## src/rtl/btb_pkg.sv

```systemverilog
// Package with the shared opcodes, widths and control types of the branch target buffer.
package btb_pkg;

    localparam int ADDR_W = 32;
    localparam logic [ADDR_W-1:0] FALL_STEP = 32'd4;

    typedef enum logic [1:0] {
        OP_PREDICT = 2'd0,
        OP_RESOLVE = 2'd1,
        OP_JUMP    = 2'd2,
        OP_SPARE   = 2'd3
    } t_opcode;

    typedef enum logic [1:0] {
        S_IDLE  = 2'd0,
        S_MATCH = 2'd1,
        S_WRITE = 2'd2
    } t_state;

    // Commands from the controller to the datapath.
    typedef struct packed {
        logic load_in;
        logic do_match;
        logic do_write;
    } t_ctrl_cmd;

endpackage

```

## src/rtl/btb_if.sv

```systemverilog
// Handshake interfaces for the request and result channels.
interface btb_in_if;
    import btb_pkg::*;
    logic              valid;
    logic              ready;
    logic [1:0]        opcode;
    logic [ADDR_W-1:0] branch_address;
    logic [ADDR_W-1:0] target_value;
    logic              target_is_relative;
    logic              taken;
    logic              is_jump;

    modport source (output valid, output opcode, output branch_address,
                    output target_value, output target_is_relative, output taken,
                    output is_jump, input ready);
    modport sink (input valid, input opcode, input branch_address,
                  input target_value, input target_is_relative, input taken,
                  input is_jump, output ready);
endinterface

interface btb_out_if;
    import btb_pkg::*;
    logic              valid;
    logic              ready;
    logic              hit;
    logic              predict_taken;
    logic [ADDR_W-1:0] stored_target;
    logic              mispredict;
    logic [ADDR_W-1:0] redirect_pc;

    modport source (output valid, output hit, output predict_taken,
                    output stored_target, output mispredict, output redirect_pc,
                    input ready);
    modport sink (input valid, input hit, input predict_taken,
                  input stored_target, input mispredict, input redirect_pc,
                  output ready);
endinterface

```

## src/rtl/branch_target_buffer_lru.sv

```systemverilog
// A request word is captured at its accepting edge, matched in S_MATCH and written back
// in S_WRITE, where its result word becomes valid.
// The write-back stalls while the previous result word is still unread.
// A new request word is taken only in S_IDLE, after the capture, match and write steps
// of the controller for the previous word; it is taken while the previous result still waits.
// Reset: synchronous active-low reset clears all entry valid bits and the handshake state.
module branch_target_buffer_lru #(
    parameter int ENTRIES = 16
) (
    input  logic      i_clk,
    input  logic      i_rst_n,
    btb_in_if.sink    i_in,
    btb_out_if.source o_out
);
    import btb_pkg::*;

    t_ctrl_cmd w_cmd;

    // Sequencing.
    btb_ctrl u_ctrl (
        .i_clk       (i_clk),
        .i_rst_n     (i_rst_n),
        .i_in_valid  (i_in.valid),
        .i_out_ready (o_out.ready),
        .o_in_ready  (i_in.ready),
        .o_out_valid (o_out.valid),
        .o_cmd       (w_cmd)
    );

    // Table and result datapath.
    btb_datapath #(
        .ENTRIES (ENTRIES)
    ) u_datapath (
        .i_clk                (i_clk),
        .i_rst_n              (i_rst_n),
        .i_cmd                (w_cmd),
        .i_opcode             (i_in.opcode),
        .i_branch_address     (i_in.branch_address),
        .i_target_value       (i_in.target_value),
        .i_target_is_relative (i_in.target_is_relative),
        .i_taken              (i_in.taken),
        .i_is_jump            (i_in.is_jump),
        .o_hit                (o_out.hit),
        .o_predict_taken      (o_out.predict_taken),
        .o_stored_target      (o_out.stored_target),
        .o_mispredict         (o_out.mispredict),
        .o_redirect_pc        (o_out.redirect_pc)
    );

endmodule

```

## src/rtl/btb_ctrl.sv

```systemverilog
// Controller state machine that sequences capture, match and table write.
module btb_ctrl (
    input  logic               i_clk,
    input  logic               i_rst_n,
    input  logic               i_in_valid,
    input  logic               i_out_ready,
    output logic               o_in_ready,
    output logic               o_out_valid,
    output btb_pkg::t_ctrl_cmd o_cmd
);
    import btb_pkg::*;

    t_state r_state, n_state;
    logic   r_out_valid, n_out_valid;

    // State and result-valid registers.
    always_ff @(posedge i_clk) begin
        if (!i_rst_n) begin
            r_state     <= S_IDLE;
            r_out_valid <= 1'b0;
        end else begin
            r_state     <= n_state;
            r_out_valid <= n_out_valid;
        end
    end

    // Next state and commands. The write waits until the result register is free.
    // No request word is taken while reset is asserted.
    always_comb begin
        n_state        = r_state;
        o_cmd          = '0;
        o_in_ready     = 1'b0;
        n_out_valid    = r_out_valid && !i_out_ready;
        case (r_state)
            S_IDLE: begin
                o_in_ready    = i_rst_n;
                o_cmd.load_in = i_in_valid && i_rst_n;
                if (i_in_valid && i_rst_n) begin
                    n_state = S_MATCH;
                end
            end
            S_MATCH: begin
                o_cmd.do_match = 1'b1;
                n_state        = S_WRITE;
            end
            S_WRITE: begin
                if (!r_out_valid || i_out_ready) begin
                    o_cmd.do_write = 1'b1;
                    n_out_valid    = 1'b1;
                    n_state        = S_IDLE;
                end
            end
            default: begin
                n_state = S_IDLE;
            end
        endcase
    end

    assign o_out_valid = r_out_valid;

endmodule

```

## src/rtl/btb_datapath.sv

```systemverilog
// Datapath: entry table, parallel tag match, age update, target memory and result register.
module btb_datapath #(
    parameter int ENTRIES = 16
) (
    input  logic                       i_clk,
    input  logic                       i_rst_n,
    input  btb_pkg::t_ctrl_cmd         i_cmd,
    input  logic [1:0]                 i_opcode,
    input  logic [btb_pkg::ADDR_W-1:0] i_branch_address,
    input  logic [btb_pkg::ADDR_W-1:0] i_target_value,
    input  logic                       i_target_is_relative,
    input  logic                       i_taken,
    input  logic                       i_is_jump,
    output logic                       o_hit,
    output logic                       o_predict_taken,
    output logic [btb_pkg::ADDR_W-1:0] o_stored_target,
    output logic                       o_mispredict,
    output logic [btb_pkg::ADDR_W-1:0] o_redirect_pc
);
    import btb_pkg::*;

    localparam int AW = (ENTRIES > 1) ? $clog2(ENTRIES) : 1;
    localparam logic [AW-1:0] LRU_AGE = AW'(ENTRIES - 1);

    // Captured request.
    logic [1:0]        r_opcode;
    logic [ADDR_W-1:0] r_addr;
    logic [ADDR_W-1:0] r_tval;
    logic              r_rel;
    logic              r_tk;
    logic              r_jmp;

    // Entry table.
    logic [ENTRIES-1:0] r_valid;
    logic [ADDR_W-1:0]  r_key [ENTRIES];
    logic [ENTRIES-1:0] r_taken;
    logic [AW-1:0]      r_age [ENTRIES];
    logic [ADDR_W-1:0]  r_tmem [ENTRIES];
    logic [ADDR_W-1:0]  r_rd_target;

    // Match results.
    logic          r_hit;
    logic          r_pred;
    logic [AW-1:0] r_hit_age;
    logic [AW-1:0] r_widx;

    // Result register.
    logic              r_o_hit;
    logic              r_o_pred;
    logic [ADDR_W-1:0] r_o_stgt;
    logic              r_o_mis;
    logic [ADDR_W-1:0] r_o_redir;

    logic [ENTRIES-1:0] w_match;
    logic               w_hit;
    logic               w_pred;
    logic [AW-1:0]      w_hit_idx;
    logic [AW-1:0]      w_hit_age;
    logic               w_any_free;
    logic [AW-1:0]      w_free_idx;
    logic [AW-1:0]      w_lru_idx;
    logic [AW-1:0]      w_widx;

    logic [ADDR_W-1:0] w_dst;
    logic [ADDR_W-1:0] w_fall;
    logic              w_do_wr;
    logic              w_wtk;
    logic              w_mis;
    logic [ADDR_W-1:0] w_redir;

    // Request capture.
    always_ff @(posedge i_clk) begin
        if (i_cmd.load_in) begin
            r_opcode <= i_opcode;
            r_addr   <= i_branch_address;
            r_tval   <= i_target_value;
            r_rel    <= i_target_is_relative;
            r_tk     <= i_taken;
            r_jmp    <= i_is_jump;
        end
    end

    // Parallel tag compare, hit encode, first free slot and oldest slot.
    always_comb begin
        w_hit_idx  = '0;
        w_hit_age  = '0;
        w_lru_idx  = '0;
        w_free_idx = '0;
        for (int i = 0; i < ENTRIES; i++) begin
            w_match[i] = r_valid[i] && (r_key[i] == r_addr);
            if (w_match[i]) begin
                w_hit_idx = w_hit_idx | AW'(i);
                w_hit_age = w_hit_age | r_age[i];
            end
            if (r_valid[i] && (r_age[i] == LRU_AGE)) begin
                w_lru_idx = w_lru_idx | AW'(i);
            end
        end
        for (int i = ENTRIES - 1; i >= 0; i--) begin
            if (!r_valid[i]) begin
                w_free_idx = AW'(i);
            end
        end
        w_hit      = |w_match;
        w_pred     = |(w_match & r_taken);
        w_any_free = !(&r_valid);
        w_widx     = w_hit ? w_hit_idx : (w_any_free ? w_free_idx : w_lru_idx);
    end

    // Register the match and read the stored target of the hit slot.
    always_ff @(posedge i_clk) begin
        if (i_cmd.do_match) begin
            r_hit       <= w_hit;
            r_pred      <= w_pred;
            r_hit_age   <= w_hit_age;
            r_widx      <= w_widx;
            r_rd_target <= r_tmem[w_hit_idx];
        end
    end

    // Training decision and redirect address.
    always_comb begin
        w_dst   = r_rel ? (r_addr + r_tval) : r_tval;
        w_fall  = r_addr + FALL_STEP;
        w_do_wr = 1'b0;
        w_wtk   = 1'b0;
        w_mis   = 1'b0;
        case (r_opcode)
            OP_RESOLVE: begin
                w_redir = r_tk ? w_dst : w_fall;
                if (r_tk == r_pred) begin
                    w_do_wr = !r_hit && !r_jmp;
                end else if (r_pred) begin
                    w_mis   = 1'b1;
                    w_do_wr = 1'b1;
                end else begin
                    w_mis   = 1'b1;
                    w_do_wr = !r_jmp;
                    w_wtk   = 1'b1;
                end
            end
            OP_JUMP: begin
                w_redir = w_dst;
                w_do_wr = 1'b1;
                w_wtk   = 1'b1;
            end
            default: begin
                w_redir = r_pred ? w_dst : w_fall;
            end
        endcase
    end

    // Valid bits are the only table state that reset clears.
    always_ff @(posedge i_clk) begin
        if (!i_rst_n) begin
            r_valid <= '0;
        end else if (i_cmd.do_write && w_do_wr && !r_hit) begin
            for (int i = 0; i < ENTRIES; i++) begin
                if (AW'(i) == r_widx) begin
                    r_valid[i] <= 1'b1;
                end
            end
        end
    end

    // Key, taken bit and age update; the written slot becomes most recent.
    always_ff @(posedge i_clk) begin
        if (i_cmd.do_write && w_do_wr) begin
            for (int i = 0; i < ENTRIES; i++) begin
                if (AW'(i) == r_widx) begin
                    r_age[i] <= '0;
                    if (!r_hit) begin
                        r_key[i] <= r_addr;
                    end
                    if (!r_hit || (r_taken[i] != w_wtk)) begin
                        r_taken[i] <= w_wtk;
                    end
                end else if (r_valid[i] && (!r_hit || (r_age[i] < r_hit_age))) begin
                    r_age[i] <= r_age[i] + 1'b1;
                end
            end
        end
    end

    // Target memory write: new entries, or a change of the taken bit.
    always_ff @(posedge i_clk) begin
        if (i_cmd.do_write && w_do_wr && (!r_hit || (r_pred != w_wtk))) begin
            r_tmem[r_widx] <= w_dst;
        end
    end

    // Result register.
    always_ff @(posedge i_clk) begin
        if (i_cmd.do_write) begin
            r_o_hit   <= r_hit;
            r_o_pred  <= r_pred;
            r_o_stgt  <= r_hit ? r_rd_target : '0;
            r_o_mis   <= w_mis;
            r_o_redir <= w_redir;
        end
    end

    assign o_hit           = r_o_hit;
    assign o_predict_taken = r_o_pred;
    assign o_stored_target = r_o_stgt;
    assign o_mispredict    = r_o_mis;
    assign o_redirect_pc   = r_o_redir;

endmodule
```

## src/flat_wrapper.sv

```systemverilog
// flat-port wrapper written by rule: the top's interface ports become plain ports
module branch_target_buffer_lru_flat import btb_pkg::*;
#(
    parameter int ENTRIES = 16
)
  (i_clk, i_rst_n, i_in_valid, i_in_opcode, i_in_branch_address, i_in_target_value, i_in_target_is_relative, i_in_taken, i_in_is_jump, i_in_ready, o_out_valid, o_out_hit, o_out_predict_taken, o_out_stored_target, o_out_mispredict, o_out_redirect_pc, o_out_ready);
  btb_in_if i_in_i ();
  btb_out_if o_out_i ();
  input  logic i_clk;
  input  logic i_rst_n;
  input wire logic [$bits(i_in_i.valid)-1:0] i_in_valid;
  input wire logic [$bits(i_in_i.opcode)-1:0] i_in_opcode;
  input wire logic [$bits(i_in_i.branch_address)-1:0] i_in_branch_address;
  input wire logic [$bits(i_in_i.target_value)-1:0] i_in_target_value;
  input wire logic [$bits(i_in_i.target_is_relative)-1:0] i_in_target_is_relative;
  input wire logic [$bits(i_in_i.taken)-1:0] i_in_taken;
  input wire logic [$bits(i_in_i.is_jump)-1:0] i_in_is_jump;
  output wire logic [$bits(i_in_i.ready)-1:0] i_in_ready;
  output wire logic [$bits(o_out_i.valid)-1:0] o_out_valid;
  output wire logic [$bits(o_out_i.hit)-1:0] o_out_hit;
  output wire logic [$bits(o_out_i.predict_taken)-1:0] o_out_predict_taken;
  output wire logic [$bits(o_out_i.stored_target)-1:0] o_out_stored_target;
  output wire logic [$bits(o_out_i.mispredict)-1:0] o_out_mispredict;
  output wire logic [$bits(o_out_i.redirect_pc)-1:0] o_out_redirect_pc;
  input wire logic [$bits(o_out_i.ready)-1:0] o_out_ready;
  assign i_in_i.valid = i_in_valid;
  assign i_in_i.opcode = i_in_opcode;
  assign i_in_i.branch_address = i_in_branch_address;
  assign i_in_i.target_value = i_in_target_value;
  assign i_in_i.target_is_relative = i_in_target_is_relative;
  assign i_in_i.taken = i_in_taken;
  assign i_in_i.is_jump = i_in_is_jump;
  assign i_in_ready = i_in_i.ready;
  assign o_out_valid = o_out_i.valid;
  assign o_out_hit = o_out_i.hit;
  assign o_out_predict_taken = o_out_i.predict_taken;
  assign o_out_stored_target = o_out_i.stored_target;
  assign o_out_mispredict = o_out_i.mispredict;
  assign o_out_redirect_pc = o_out_i.redirect_pc;
  assign o_out_i.ready = o_out_ready;
  branch_target_buffer_lru #(.ENTRIES(ENTRIES)) u_core (.i_clk(i_clk), .i_rst_n(i_rst_n), .i_in(i_in_i), .o_out(o_out_i));
endmodule
```

## config.mk

```make
export PLATFORM = sky130hd
export DESIGN_NAME = branch_target_buffer_lru_flat
export DESIGN_NICKNAME = d
export VERILOG_FILES = /design/src/rtl/btb_pkg.sv /design/src/rtl/btb_if.sv /design/src/rtl/branch_target_buffer_lru.sv /design/src/rtl/btb_ctrl.sv /design/src/rtl/btb_datapath.sv /design/src/flat_wrapper.sv
export SDC_FILE = /design/constraint.sdc
export NUM_CORES = 2
export LEC_CHECK = 0
export BUFFER_PORTS_ARGS = -buffer_cell sky130_fd_sc_hd__clkbuf_2
export CAP_MARGIN = 20
export CORE_UTILIZATION = 66
export DETAILED_ROUTE_END_ITERATION = 7
export PLACE_DENSITY = 0.84
export REMOVE_ABC_BUFFERS = 1
export SYNTH_ARGS = -nofsm -noshare
export SYNTH_HDL_FRONTEND = slang
export SYNTH_SLANG_ARGS = --single-unit
```

## constraint.sdc

```tcl
create_clock -name i_clk -period 11.88 [get_ports i_clk]
set_input_delay 2.376 -clock i_clk [delete_from_list [all_inputs] [get_ports i_clk]]
set_output_delay 2.376 -clock i_clk [all_outputs]
set_load 0.005 [all_outputs]
```

# [Word level (Yosys, flattened, before mapping)]
# Memory sizes are Yosys's and may differ from the RTL's. A register that Yosys moved wholly into a read port is not among the register bits.
# Cells that the tools add are included.
[classes] n_reduce_logical=144 n_eq_ne=70 bitwise=32 n_addsub=18 order_cmp=16 n_mux=309
[op_table] operator="$mux 32" count=18
[op_table] operator="$eq 32x32->1" count=16
[op_table] operator="$reduce_or 32->1" count=15
[op_table] operator="$mux 4" count=81
[op_table] operator="$mux 1" count=192
[op_table] operator="$add 4x1->4 const B" count=16
[op_table] operator="$lt 4x4->1" count=16
[op_table] operator="$pmux 32 s2" count=1
[op_table] operator="$eq 4x4->1 const B" count=15
[op_table] operator="$or 4x4->4" count=15
[op_table] operator="$logic_and 1x1->1" count=53
[op_table] operator="$reduce_and 3->1" count=16
[op_table] operator="$logic_or 1x1->1" count=34
[op_table] operator="$reduce_and 2->1" count=17
[op_table] operator="$add 32x3->32 const B" count=1
[op_table] operator="$add 32x32->32" count=1
[op_table] operator="$eq 4x4->1 const A" count=8
[op_table] operator="$reduce_or 16->1" count=2
[op_table] operator="$mux 3" count=8
[op_table] operator="$ne 1x1->1" count=17
[op_table] operator="$and 16x16->16" count=1
[op_table] operator="$eq 3x4->1 const A" count=4
[op_table] operator="$or 1x1->1" count=16
[op_table] operator="$reduce_and 16->1" count=1
[op_table] operator="other kinds (12)" count=25
[totals] mem_bits_rw=1088 regBits=181 mem_count=3
[memory_table] memory="u_core.u_datapath.r_key" depth=16 width=32 read_ports=16 rd_ports_with_merged_regs=0 wr=1 line_no="btb_datapath.sv:35" source="logic [ADDR_W-1:0] r_key [ENTRIES];"
[memory_table] memory="u_core.u_datapath.r_tmem" depth=16 width=32 read_ports=1 rd_ports_with_merged_regs=1 wr=1 line_no="btb_datapath.sv:38" source="logic [ADDR_W-1:0] r_tmem [ENTRIES];"
[memory_table] memory="u_core.u_datapath.r_age" depth=16 width=4 read_ports=16 rd_ports_with_merged_regs=0 wr=16 line_no="btb_datapath.sv:37" source="logic [AW-1:0] r_age [ENTRIES];"

# [Depth between registers and ports, before layout]
# An unclocked memory read counts as a cell.
[logic_depth] depth_word=34 depth_mapped=15 mapped_depth_nobuf=12

# [Hierarchy]
# Synthesis repeated with hierarchy kept, for this count alone.
[unflattened] hier_cells=3653 hier_area_um2=57083.5
[by_module_without_submodules] module="btb_datapath" area_per_inst_um2=56935.9 n_inst=1 seq_area_each_um2=38817.2 cells_each=3639
[by_module_without_submodules] module="btb_ctrl" area_per_inst_um2=147.6 n_inst=1 seq_area_each_um2=60.1 cells_each=14

# [Worst setup path after synthesis]
# OpenSTA, ideal clock, no wires.
[synth_path] kind="input port to flip-flop" startpoint="input o_out_ready" endpoint="memory u_core.u_datapath.r_key[3][4] (netlist: u_core.u_datapath.r_key[0][100]), enable pin" path_slack_ns=5.916 t_arrival_ns=5.500 required_ns=11.417 stages=7 cell_sequence="nand2b_1 > nand2b_1 > nor2_1 > o21a_1 > clkbuf_1 > nand2_1 > nor3_1"
[synth_between] elab_chain_len=22 elab_cells_between_ends=81 classes_between="64 x mux; 17 x reduce/logical"
[synth_rtl] element="from (decl)" line_no="flat_wrapper.sv:25" source="input wire logic [$bits(o_out_i.ready)-1:0] o_out_ready;"
[synth_rtl] element="$logic_or 1x1->1 (*)" line_no="btb_ctrl.sv:47" source="if (!r_out_valid || i_out_ready) begin"
[synth_rtl] element="$mux 1 (*)" line_no="btb_ctrl.sv:47"
[synth_rtl] element="$mux 1 (*)" line_no="btb_ctrl.sv:34" source="case (r_state)"
[synth_rtl] element="$logic_and 1x1->1 (*)" line_no="btb_datapath.sv:168" source="if (i_cmd.do_write && w_do_wr) begin"
[synth_rtl] element="$mux 1" line_no="btb_datapath.sv:168"
[synth_rtl] element="$mux 1 (not written as such)" line_no="btb_datapath.sv:173" source="r_key[i] <= r_addr;"
[synth_rtl] element="$reduce_or 32->1 (no source line)"
[synth_rtl] element="$mux 4 (no source line) / $mux 1 (equally long branches) (15 in series)"
[synth_rtl] element="to (decl)" line_no="btb_datapath.sv:35"
# Every way passes the cells marked *; elsewhere a longest branch is shown, timed or not.

# [Worst setup path in the final report]
[layout_path] startpoint="input i_rst_n" endpoint="output i_in_ready"
[layout_between] elab_chain_len=1
[layout_rtl] element="from (decl)" line_no="flat_wrapper.sv:10" source="input logic i_rst_n;"
[layout_rtl] element="$mux 1" line_no="btb_ctrl.sv:34"
[layout_rtl] element="to (decl)" line_no="flat_wrapper.sv:18" source="output wire logic [$bits(i_in_i.ready)-1:0] i_in_ready;"
# No other way between the ends.

==> flow_metrics.py <==
metrics = {
    "run_status": {
        "status": "complete, no violations",
    },
    "sta": {
        "final_hold_viol_count": 0,
        "holdWs_ns": 0.5289,
        "finalCriticalPeriod_ns": 5.980,
        "relSlewSlack": 0.2494,
        "drv_slew": 0,
        "fin_setup_tns_ns": 0,
        "fmax_ghz": 0.1672,
        "skew_ns": 0.02610,
        "setup_ws_ns": 5.900,
        "worstMarginPinSlew_ns": 1.123,
        "period_share": 0.5033,
        "setup_viol": 0,
        "rsz0062_at_grt": "no",
    },
    "critical_path": {
        "crit_buf_inv": 2,
        "cp-end-kind": "primary output",
        "critPathMostFrequentCell": "clkbuf_2",
        "crit_path_start_kind": "primary input",
        "crit_chain": "clkbuf_2 -> nor3b_1 -> clkbuf_2",
        "crit_required_ns": 9.50,
        "cp.arrival_ns": 3.60,
        "worstPathMaxFanout": 19,
        "critPathSlowestCell": "nor3b_1",
        "path_delay_family": "buffers and inverters",
        "worst_path_largest_cell_delay_ns": 0.54,
        "critPathKind": "in2out",
    },
    "global_routing": {
        "grt_pass1_vias": 36440,
        "antenna_found_initial": 1,
        "grt_overflow": 0,
        "grt_max_degree": 78,
        "grt_usage": 0.3296,
        "grt_pass1_wl_um": 218500,
    },
    "routing": {
        "drc_errors": 0,
        "wirelength_um": 148500,
        "via_per_inst": 6.643,
        "dr.pass1.iters": 6,
        "ant_nets": 0,
        "routed-via-count": 36350,
        "drt_iter0_markers": 4922,
        "wl_per_cell_um": 27.14,
    },
    "clocking": {
        "post_cts.resized_instances": 0,
        "path_clk_slew_ns": 0.06,
        "htreeDepth": 4,
        "postCtsSetupBuffers": 0,
        "root_buffer": "clkbuf_16",
        "cts_tree": "done",
        "ctsHoldBuffers": 0,
        "clkLatencyLatePin_ns": 0.73,
        "clockBufferDepth": 3,
        "cts_buffers": 131,
        "clock-sinks": 1301,
    },
    "power": {
        "p_seq_frac": 0.531,
        "power.switching_mw": 2.061,
        "clkPwrFrac": 0.422,
        "power_density_nw_per_um2": 149.3,
        "peakVddDrop_mv": 0.1562,
        "leakagePower_nw": 22.66,
        "comb_power_share": 0.047,
        "power.total_mw": 9.643,
        "p_int_mw": 7.582,
        "switching_share": 0.2137,
    },
    "place": {
        "place.gp.congestion": 0.9592,
        "place_ws_ns": 5.965,
        "numPortBuffers": 141,
        "place_area_um2": 60220,
        "numPlacedInstances": 5229,
        "place_hpwl_um": 86610,
    },
    "yosys": {
        "yosysUniqueCellTypes": 71,
        "synth_flop_cell": "edfxtp_1",
        "syn_area_per_cell_um2": 14.45,
        "synth_edf_count": 1282,
        "synth.area.top_cells": "edfxtp_1, xor2_1, xnor2_1, mux2i_1, ha_1",
        "synth_top_area_cell": "edfxtp_1",
        "netlist_top_cells_count": "edfxtp_1, xor2_1, nand2_1",
        "yosysMostFrequentCell": "edfxtp_1",
        "ys_seq_elements": 1301,
        "syn_inst": 4016,
        "synthArstFlopShare": 0,
        "yosysSeqAreaShare": 0.6699,
        "synth_area_um2": 58030,
        "synth_top_area_frac": 0.6634,
        "synth-warning-count": 0,
    },
    "floorplan": {
        "core-area_um2": 86890,
        "dieArea_um2": 89110,
        "die_x_um": 298.5,
        "initial_core_util": 0.6679,
        "fp-row-count": 108,
        "pin_count": 142,
        "dieHeight_um": 298.5,
    },
    "worst_hold_path": {
        "hp-class": "reg2reg",
    },
    "finish": {
        "n_antenna_cell": 0,
        "final_util": 0.7431,
        "area_growth_pct": 11.27,
        "drive_gt1_frac": 0.1355,
        "fin_nets": 4386,
        "fin_cells": 5472,
        "fin_area_um2": 64570,
    },
    "flow_run": {
        "drv_cap": 0,
    },
}
## cell usage in the layout (no fill, tap or decap), types with 86 or more instances in the layout
| cell | count |
|---|---|
| clkbuf_16 | 136 |
| edfxtp_1 | 1282 |
| nor2_1 | 177 |
| nand4_1 | 104 |
| nor4_1 | 127 |
| nand3_1 | 115 |
| xor2_1 | 420 |
| buf_4 | 103 |
| xnor2_1 | 189 |
| nand2_1 | 205 |
| a211oi_1 | 88 |
| clkbuf_2 | 141 |
| ha_1 | 99 |
| mux2_2 | 86 |
| mux2i_1 | 151 |
## registers in the layout (all words and copies together) (netlist names), 4 cells and up
name	cells
u_core.u_datapath.r_addr	32
u_core.u_datapath.r_tmem	512
u_core.u_datapath.r_rd_target	32
u_core.u_datapath.r_taken	16
u_core.u_datapath.o_stored_target	32
u_core.u_datapath.r_key	512
u_core.u_datapath.r_hit_age	4
u_core.u_datapath.r_tval	32
u_core.u_datapath.o_redirect_pc	32
u_core.u_datapath.r_valid	16
u_core.u_datapath.r_widx	4
u_core.u_datapath.r_age	64
## area by class of cell
| type | instances | area [um2] |
|---|---|---|
| Multi-Input combinational cell | 2474 | 18200 |
| Sequential cell | 1301 | 38880 |
| Inverter | 54 | 203.9 |
| Clock inverter | 67 | 666.9 |
| Clock buffer | 170 | 3541 |
| Tap cell | 1155 | 1445 |
| Fill cell | 4910 | 22320 |
| Timing Repair Buffer | 251 | 1633 |
## logic make-up (layout without fill, tap and decap cells)
kind of cell | after synthesis | in the layout | share of synthesized area
mux | 238 | 238 | 0.04291
simple gates | 1067 | 1067 | 0.09618
flops | 1301 | 1301 | 0.6699
buf+inv | 241 | 542 | 0.02111
compound gates | 460 | 460 | 0.05625
fa+ha+maj | 100 | 100 | 0.02169
xor+xnor | 609 | 609 | 0.09191
## layer usage
layer / global-route usage / wire length (um) / vias to the layer above
li1: - / - / 15610
met1: 0.4272 / 53820 / 17760
met2: 0.5315 / 70140 / 2472
met3: 0.06696 / 16510 / 509
met4: 0.1697 / 8003 / 2
met5: 0 / 12 / -
## final timing paths
kind                                     from                                   end  slack [ns]  cells past startpoint
min reg2reg  u_core.u_datapath.r_rd_target[3]  u_core.u_datapath.o_stored_target[3]        0.53                      1
min          u_core.u_datapath.r_rd_target[3]  u_core.u_datapath.o_stored_target[3]        0.53                      1
max reg2reg      u_core.u_datapath.r_addr[18]     u_core.u_datapath.r_rd_target[22]        6.26                     13
max                                   i_rst_n                            i_in_ready        5.90                      3
## worst register-to-register path: cells and delay by family (launching register included)
kind	cells	cell delay, ns
flops	1	0.74
compound gates	2	0.40
simple gates	5	2.08
mux	2	0.62
xor+xnor	1	0.18
buf+inv	3	1.37
## power by group through the flow
stage               combinational, mW  clock (mW)  sequential (mW)
floorplan                       0.223           0             5.25
global placement                0.421           0             5.21
finish                          0.454        4.07             5.12
detailed placement              0.436           0             5.22
CTS                             0.441        4.08             5.12
global route                    0.479        4.25             5.12
No activity file was read; power rests on OpenSTA's default activity.
